File: src/rtl/qap_pkg.sv
package qap_pkg;
	localparam int MaxSize = 32;
	localparam int IdxW = $clog2(MaxSize);
	localparam int EntryW = 16;
	localparam int AddrW = 2 * IdxW;
	localparam int AccW = 48;
	localparam int ProdW = 2 * EntryW + 2;

	typedef enum logic [2:0] {
		K_WR_FLOW = 3'd0,
		K_WR_COST = 3'd1,
		K_WR_ASSIGN = 3'd2,
		K_FULL = 3'd3,
		K_PARTIAL = 3'd4,
		K_LAST = 3'd5,
		K_SWAP = 3'd6,
		K_NONE = 3'd7
	} kind_t;

	typedef enum logic [2:0] {
		ST_IDLE,
		ST_RUN,
		ST_DRAIN,
		ST_OUT
	} state_t;

	// step mode: which term(s) the datapath forms at the current (i, j)
	typedef enum logic [1:0] {
		M_PAIR,   // A[i][j]*B[p[i]][p[j]]
		M_SWAP    // one of the swap delta products
	} mode_t;

	typedef struct packed {
		logic clear;     // zero accumulator
		logic step;      // issue one term at (i, j)
		logic [1:0] sub; // swap sub-product 0..3
		mode_t mode;
		logic [IdxW-1:0] i;
		logic [IdxW-1:0] j;
	} dp_cmd_t;
endpackage

File: src/rtl/qap_ctrl.sv
module qap_ctrl (
	input logic clk,
	input logic arst_n,
	input logic start,
	input qap_pkg::kind_t kind,
	input logic [5:0] n,
	input logic [5:0] len,
	input logic [4:0] r,
	input logic [4:0] s,
	input logic drained,
	input logic out_taken,
	output qap_pkg::dp_cmd_t cmd,
	output logic busy,
	output logic out_valid,
	output logic zero_res
);
	import qap_pkg::*;

	state_t state_q, state_d;
	logic [5:0] i_q, j_q, lim_q;
	logic [1:0] sub_q;
	logic swap_q, last_q, zero_q;
	logic [5:0] lim;
	logic last_step;
	logic last_diag;

	always_comb begin
		unique case (kind)
			K_FULL: lim = n;
			K_PARTIAL, K_LAST: lim = (len > n) ? n : len;
			default: lim = n;
		endcase
	end

	// last-added: on diagonal only one term, then finish
	assign last_diag = last_q && (i_q == lim_q - 6'd1);

	// end-of-walk detection per mode
	always_comb begin
		if (swap_q)
			last_step = (sub_q == 2'd3) && (i_q == lim_q - 6'd1);
		else if (last_q)
			last_step = last_diag;
		else
			last_step = (i_q == lim_q - 6'd1) && (j_q == lim_q - 6'd1);
	end

	always_comb begin
		state_d = state_q;
		unique case (state_q)
			ST_IDLE: if (start) state_d = ST_RUN;
			ST_RUN: if (zero_q || last_step) state_d = ST_DRAIN;
			ST_DRAIN: if (drained) state_d = ST_OUT;
			ST_OUT: if (out_taken) state_d = ST_IDLE;
			default: state_d = ST_IDLE;
		endcase
	end

	always_ff @(posedge clk or negedge arst_n) begin
		if (!arst_n) begin
			state_q <= ST_IDLE;
			i_q <= '0; j_q <= '0; sub_q <= '0; lim_q <= '0;
			swap_q <= 1'b0; last_q <= 1'b0; zero_q <= 1'b0;
		end else begin
			state_q <= state_d;
			if (state_q == ST_IDLE && start) begin
				swap_q <= (kind == K_SWAP);
				last_q <= (kind == K_LAST);
				lim_q <= lim;
				sub_q <= '0;
				i_q <= '0;
				j_q <= '0;
				if (kind == K_SWAP) begin
					zero_q <= ({1'b0, r} >= n) || ({1'b0, s} >= n) || (r == s);
				end else if (kind == K_LAST) begin
					zero_q <= (lim == 6'd0);
					// walk t = lim-1: (k,t) and (t,k) for k < t, then (t,t)
					i_q <= '0;
					j_q <= '0;
				end else begin
					zero_q <= (lim == 6'd0);
				end
			end else if (state_q == ST_RUN) begin
				if (swap_q) begin
					sub_q <= sub_q + 2'd1;
					if (sub_q == 2'd3) i_q <= i_q + 6'd1;
				end else if (last_q) begin
					// j_q: 0 -> (i,t), 1 -> (t,i); i runs 0..t
					if (j_q == 6'd1 || i_q == lim_q - 6'd1) begin
						j_q <= '0;
						i_q <= i_q + 6'd1;
					end else j_q <= 6'd1;
				end else begin
					if (j_q == lim_q - 6'd1) begin
						j_q <= '0;
						i_q <= i_q + 6'd1;
					end else j_q <= j_q + 6'd1;
				end
			end
		end
	end

	always_comb begin
		cmd = '0;
		cmd.clear = (state_q == ST_IDLE) && start;
		cmd.step = (state_q == ST_RUN) && !zero_q;
		cmd.sub = sub_q;
		cmd.mode = swap_q ? M_SWAP : M_PAIR;
		if (swap_q) begin
			cmd.i = i_q[4:0];
			cmd.j = '0;
		end else if (last_q) begin
			cmd.i = (j_q == 6'd1) ? (lim_q[4:0] - 5'd1) : i_q[4:0];
			cmd.j = (j_q == 6'd1) ? i_q[4:0] : (lim_q[4:0] - 5'd1);
		end else begin
			cmd.i = i_q[4:0];
			cmd.j = j_q[4:0];
		end
		busy = (state_q != ST_IDLE);
		out_valid = (state_q == ST_OUT);
		zero_res = zero_q;
	end
endmodule

File: config.mk
export PLATFORM = sky130hd
export DESIGN_NAME = qap_ctrl
export DESIGN_NICKNAME = d
export VERILOG_FILES = /design/src/rtl/qap_pkg.sv /design/src/rtl/qap_ctrl.sv
export SDC_FILE = /design/constraint.sdc
export NUM_CORES = 1
export LEC_CHECK = 0
export BUFFER_PORTS_ARGS = -buffer_cell sky130_fd_sc_hd__buf_2
export CAP_MARGIN = 40
export CORE_MARGIN = 5
export CORE_UTILIZATION = 50
export DETAILED_ROUTE_END_ITERATION = 12
export GPL_TIMING_DRIVEN = 0
export HOLD_SLACK_MARGIN = 0.05
export PLACE_DENSITY_LB_ADDON = 0.2
export SYNTH_ARGS = -nofsm -noshare
export SYNTH_HDL_FRONTEND = slang
export SYNTH_SLANG_ARGS = --single-unit
File: constraint.sdc
create_clock -name clk -period 2.2 [get_ports clk]
set_input_delay 0.44 -clock clk [delete_from_list [all_inputs] [get_ports clk]]
set_output_delay 0.44 -clock clk [all_outputs]
set_load 0.01 [all_outputs]
== Word-level counts from Yosys, hierarchy flattened ==
Index checks and enable logic that the tools add are counted.

* Output and inout bits: 19
* Register bits: 26
* Word-level logic and storage cells: 86
* Bits of input ports: 30

* Reductions and logical operators: 21
* Equality and inequality tests: 18
* $add $sub $neg: 5
* Multiplexer cells: 31
* $lt $le $gt $ge: 3

{| class="wikitable"
|+ Operator list
! kind !! count
|-
| two-way mux 6 bit || 14
|-
| two-way mux 10 bit || 2
|-
| adder 6 x 1 -> 6 bit (second input constant) || 2
|-
| == test 6 bit || 2
|-
| >= comparator 5 x 6 -> 1 bit || 2
|-
| two-way mux 3 bit || 4
|-
| case mux 3 bit (4 select lines) || 1
|-
| two-way mux 5 bit || 2
|-
| inequality test 2 bit (second input constant) || 5
|-
| == test 3 bit (second input constant) || 3
|-
| AND reduction 4 bit || 2
|-
| == test 3 x 2 -> 1 bit (second input constant) || 2
|-
| == test 6 x 1 -> 1 bit (second input constant) || 1
|-
| > comparator 6 bit || 1
|-
| zero test 6 bit || 1
|-
| two-way mux 2 bit || 3
|-
| subtractor 6 x 1 -> 6 bit (second input constant) || 1
|-
| == test 5 bit || 1
|-
| logical AND 1 bit || 5
|-
| two-way mux 1 bit || 5
|-
| subtractor 5 x 1 -> 5 bit (second input constant) || 1
|-
| logical OR 1 bit || 4
|-
| inequality test 4 x 3 -> 1 bit (second input constant) || 1
|-
| AND reduction 2 bit || 2
|-
| other kinds (10) || 11
|}

== Longest topological paths before layout ==
* Word-level depth: 8
* Depth in mapped cells: 10
* Mapped depth without buffers: 9

== Worst setup path before layout ==
Ideal clock, no wire load.

* Path kind: input -> register
* Start: input n[4]
* End: register zero_q, in the netlist zero_res
* Arrival time: 2.252 ns
* Setup time: 0.123 ns
* Path slack: -0.175 ns
* Stages: 8
* Path buffers: 0
* Required time: 2.077 ns
* Cells stage by stage: inv_1 ha_1 and4_1 and3_1 o21ai_1 nor4_1 a2111o_1 o221a_2

* Word-level cells in the longest chain between the ends: 5
* Elaborated cells on any way between the ends: 9
* Those cells by class: 3 x order compare; 3 x mux; 3 x reduce/logical

{| class="wikitable"
|+ Ends and longest elaborated chain
! what !! RTL line !! RTL
|-
| from (decl) || qap_ctrl.sv:6 || <nowiki>input logic [5:0] n,</nowiki>
|-
| > comparator 6 bit || qap_ctrl.sv:30 || <nowiki>K_PARTIAL, K_LAST: lim = (len > n) ? n : len;</nowiki>
|-
| two-way mux 6 bit || qap_ctrl.sv:30 ||
|-
| two-way mux 6 bit || qap_ctrl.sv:28 || <nowiki>unique case (kind)</nowiki>
|-
| zero test 6 bit || qap_ctrl.sv:76, qap_ctrl.sv:81 ||
|-
| two-way mux 1 bit * || qap_ctrl.sv:73 || <nowiki>if (kind == K_SWAP) begin</nowiki>
|-
| to (signal assigned) || qap_ctrl.sv:74 || <nowiki>zero_q <= ({1'b0, r} >= n) || ({1'b0, s} >= n) || (r == s);</nowiki>
|-
| to (signal assigned) || qap_ctrl.sv:76 || <nowiki>zero_q <= (lim == 6'd0);</nowiki>
|-
| to (signal assigned) || qap_ctrl.sv:81 || <nowiki>zero_q <= (lim == 6'd0);</nowiki>
|-
| to (decl) || qap_ctrl.sv:22 || <nowiki>logic swap_q, last_q, zero_q;</nowiki>
|}

Mark *: on every way between the ends. The rest lies on a longest branch, timed or not.
A chain may end at the register's enable or synchronous reset.

== Worst setup path after layout ==
* Start: register lim_q[0]
* End: register i_q[4]

* Word-level cells in the longest chain between the ends: 5
* Elaborated cells on any way between the ends: 7
* Those cells by class: 1 x add/sub; 3 x eq/ne; 3 x reduce/logical

{| class="wikitable"
|+ Ends and longest elaborated chain
! what !! RTL line !! RTL
|-
| from (decl) || qap_ctrl.sv:20 || <nowiki>logic [5:0] i_q, j_q, lim_q;</nowiki>
|-
| from (signal assigned) || qap_ctrl.sv:69 || <nowiki>lim_q <= lim;</nowiki>
|-
| subtractor 6 x 1 -> 6 bit * || qap_ctrl.sv:89, qap_ctrl.sv:94 ||
|-
| == test 6 bit || qap_ctrl.sv:89 || <nowiki>if (j_q == 6'd1 || i_q == lim_q - 6'd1) begin</nowiki>
|-
| logical OR 1 bit || qap_ctrl.sv:89 ||
|-
| inequality test 4 x 3 -> 1 bit (no line) || -- ||
|-
| AND reduction 4 bit (no line) * || -- ||
|-
| to (signal assigned) || qap_ctrl.sv:86 || <nowiki>if (sub_q == 2'd3) i_q <= i_q + 6'd1;</nowiki>
|-
| to (signal assigned) || qap_ctrl.sv:91 || <nowiki>i_q <= i_q + 6'd1;</nowiki>
|-
| to (signal assigned) || qap_ctrl.sv:96 || <nowiki>i_q <= i_q + 6'd1;</nowiki>
|-
| to (decl) || qap_ctrl.sv:20 ||
|}

Marks and branches as above.

==> metrics.md <==
| Metric | Value |
|---|---|
| Starting density of the core | `52.0%` |
| Worst Setup Start Kind | `register` |
| WS Path Type | `reg -> reg` |
| Total GRT Usage | `about a fifth` |
| Pre-CTS WS | `-0.357 ns` |
| Largest net degree at the start of global routing | `26` |
| Post-route DRC | `0` |
| GPL Wtd Cong | `0.828` |
| CP most frequent cell | `o311ai_4` |
| GR met3 Demand/Resource | `2.43%` |
| Layout cells sized above 1 | `35.4%` |
| Critical path's slowest cell | `dfrtp_2` |
| WL/cell | `14.9 um` |
| Hold Path Class | `in -> async` |
| Die Span Y | `77.7 um` |
| Synthesized Nets | `314` |
| Grt total ovfl | `0` |
| Mean Syn Cell Area | `around 8.9 um2` |
| CTS Buf Count | `3` |
| Port bufs | `47` |
| Main synth FF type | `dfrtp_1` |
| Die ar. | `just over 6000 um2` |
| # diodes | `0` |
| Maxcap violations | `0` |
| Clk_skew | `0.00406 ns` |
| Area taken by multi-input logic gates | `roughly 1700 um2` |
| Synth area leaders | `dfrtp_1, ha_1, o21ai_0` |
| Number of synthesized register bits | `25` |
| Top-area cell type share of the netlist area | `27.3%` |
| Synth area leader | `dfrtp_1` |
| Max frequency | `0.401 GHz` |
| Max transition margin | `61.4%` |
| Lkg Pwr | `1.42 nW` |
| Post-route ant nets | `0` |
| GRT busiest layer | `met2` |
| Fin. max-slew vios | `0` |
| Async SR Flop Fraction | `100%` |
| DR vias | `2095` |
| Critical Path Start | `lim_q[0]` |
| Crit path DAT | `2.72 ns` |
| Worst-Skew Late Latency | `0.28 ns` |
| Setup Viol. Count Final | `20` |
| Vias in the first global route | `approximately 2.1k` |
| Cell Rows | `24` |
| Post-Place Cells | `approximately 360` |
| Worst r2r dst | `i_q[4]` |
| Iteration-0 DRC Markers | `113` |
| First drt pass iteration count | `4` |
| Post-synth cell types | `49` |
| Worst Reg-to-Reg Cells | `9` |
| Clock root buffer | `clkbuf_8` |
| FF-to-FF Start | `lim_q[0]` |
| Die extent in x | `77.7 um` |
| I/O pins | `between 40 and 50` |
| Tot Pwr | `3.58 mW` |
| Clock sinks | `25` |
| Status | `finished with violations` |
| Final wirelength | `5620 um` |
| Reg area | `634 um2` |
| Actual slew at the worst max-slew pin | `0.578 ns` |
| CP endpoint kind | `register` |
| Post-synth EDFFs | `0` |
| Synthesis Warnings | `0` |
| Dpl hpwl | `4140 um` |
| Drt via density | `5.56` |
| Maximum vdd drop | `0.433 mV` |
| Final worst-path cycle share | `113%` |
| Final Hold Viols | `0` |
| Cells after Synth | `259` |
| H-tree Lvls | `1` |
| Final Hold Slack | `0.148 ns` |
| CP cell instances | `inv_4 -> ha_4 -> xnor2_4 -> xor2_1 -> nand4_1 -> o311ai_4 -> o311ai_4 -> or3_4 -> a21oi_2` |
| FF-to-FF setup slack | `-0.30 ns` |
| Mapped Area | `between 2000 and 2500 um2` |
| Non-filler cells, final | `377` |
| Power Dens Cells | `1210 nW/um2` |
| Critical path's largest stage delay | `0.43 ns` |
| Synth top cells by count | `dfrtp_1, ha_1, o21ai_0` |
| Initial antenna violation count | `0` |
| Sequential fraction of the synthesis area | `27.3%` |
| Clk buf depth | `2` |
| First-pass GRT wire length | `9470 um` |
| Filler cell count | `351` |
| Final #Nets | `381` |
| PnR worst setup slack | `-0.296 ns` |
| CTS tree | `done` |
| Crit-path max FO | `5` |
| GRT met2 Usage | `32.0%` |
| Met1 Use GR | `24.1%` |
| Failing checks | `negative setup slack` |
| Cts hold-fix bufs | `0` |
| Clock Pin Slew Worst Setup and Hold Paths | `0.09 ns` |
| Area Growth Syn to Fin | `29.3%` |
| Core Region | `roughly 4400 um2` |
| Worst path required time | `~2.4 ns` |
| RSZ-0062 raised after global routing | `true` |
| Clock period minus final worst setup slack | `2.50 ns` |
-- repair_timing --
item	in CTS	in global routing
pin swaps	11	11
resized for setup	28	31
buffers inserted	10	5
endpoints found under the setup margin	26	26
cloned	2	0
-- layout by cell type (no fill, tap or decap), types with 4 or more instances in the layout --
cell,n
buf_2,47
ha_1,24
nand2_1,21
dfrtp_1,18
inv_1,17
buf_4,16
nor2_1,16
o21ai_0,13
xnor2_1,12
mux2i_1,11
o21ai_1,11
a21oi_1,9
nor2b_1,8
nand3_1,7
dfrtp_2,7
xor2_1,6
a21o_1,5
clkbuf_1,4
a21oi_2,4
nor2_2,4
clkbuf_8,4
nand2b_1,4
-- critical path, delay by kind of cell, from the launching register on --
| family | cells | cell delay, ns |
|---|---|---|
| compound gates | 3 | 0.74 |
| simple gates | 2 | 0.66 |
| flops | 1 | 0.43 |
| xor+xnor | 2 | 0.41 |
| fa+ha+maj | 1 | 0.17 |
| buf+inv | 1 | 0.04 |
-- registers in the layout (all words and copies together) (netlist names) --
signal,count
i_q,6
j_q,6
lim_q,6
state_q,2
sub_q,2
last_q,1
swap_q,1
zero_res,1
-- metrics by stage --
| stage | area (um2) | util (%) | setup TNS [ns] |
|---|---|---|---|
| 3_5_place_dp | 2630 | 59.6 | -4.75 |
| 6_report | 2970 | 67.2 | -3.23 |
| 4_1_cts | 2850 | 64.6 | -3.53 |
| 2_1_floorplan | 2330 | - | -0.348 |
| 5_1_grt | 2970 | 67.2 | -5.80 |
| 3_3_place_gp | 2630 | 59.6 | -4.10 |
-- routing by layer --
metal / up-vias / wire length (um)
met1: 970 / 2480
met4: 0 / 106
met2: 67 / 2710
li1: 1049 / -
met5: - / 0
met3: 9 / 323
-- cell families (layout without fill, tap and decap cells) --
group	Yosys count	count (layout)	share of synthesized area [%]
buf+inv	29	94	5.40
flops	25	25	27.3
simple gates	84	84	19.7
fa+ha+maj	25	25	13.6
compound gates	59	60	17.1
mux	12	12	5.29
xor+xnor	24	24	11.4
other cells	1	1	0.163
-- power breakdown --
part	internal (mW)	total (mW)	switching (mW)
Combinational	1.19	2.41	1.22
Clock	0.130	0.290	0.159
Sequential	0.620	0.884	0.265
-- layout make-up --
cell class	instances	share of cell area, %
plain buffers	7	1.60
clock buffers	4	1.52
inverters	20	2.70
multi-input cells	206	58.1
flip-flops and latches	25	21.4
well taps	52	2.19
repair buffers	63	12.5
-- worst max path at each step --
stage                     cells after the start         end  slack [ns]
after floorplan                              10  state_q[1]       -0.06
after CTS                                    10  state_q[0]       -0.28
final                                         9      i_q[4]       -0.30
after detailed placement                     10      i_q[3]       -0.36
after global placement                       10      i_q[5]       -0.34
after global routing                          9      i_q[4]       -0.44
Power figures use the tool's default switching activity.
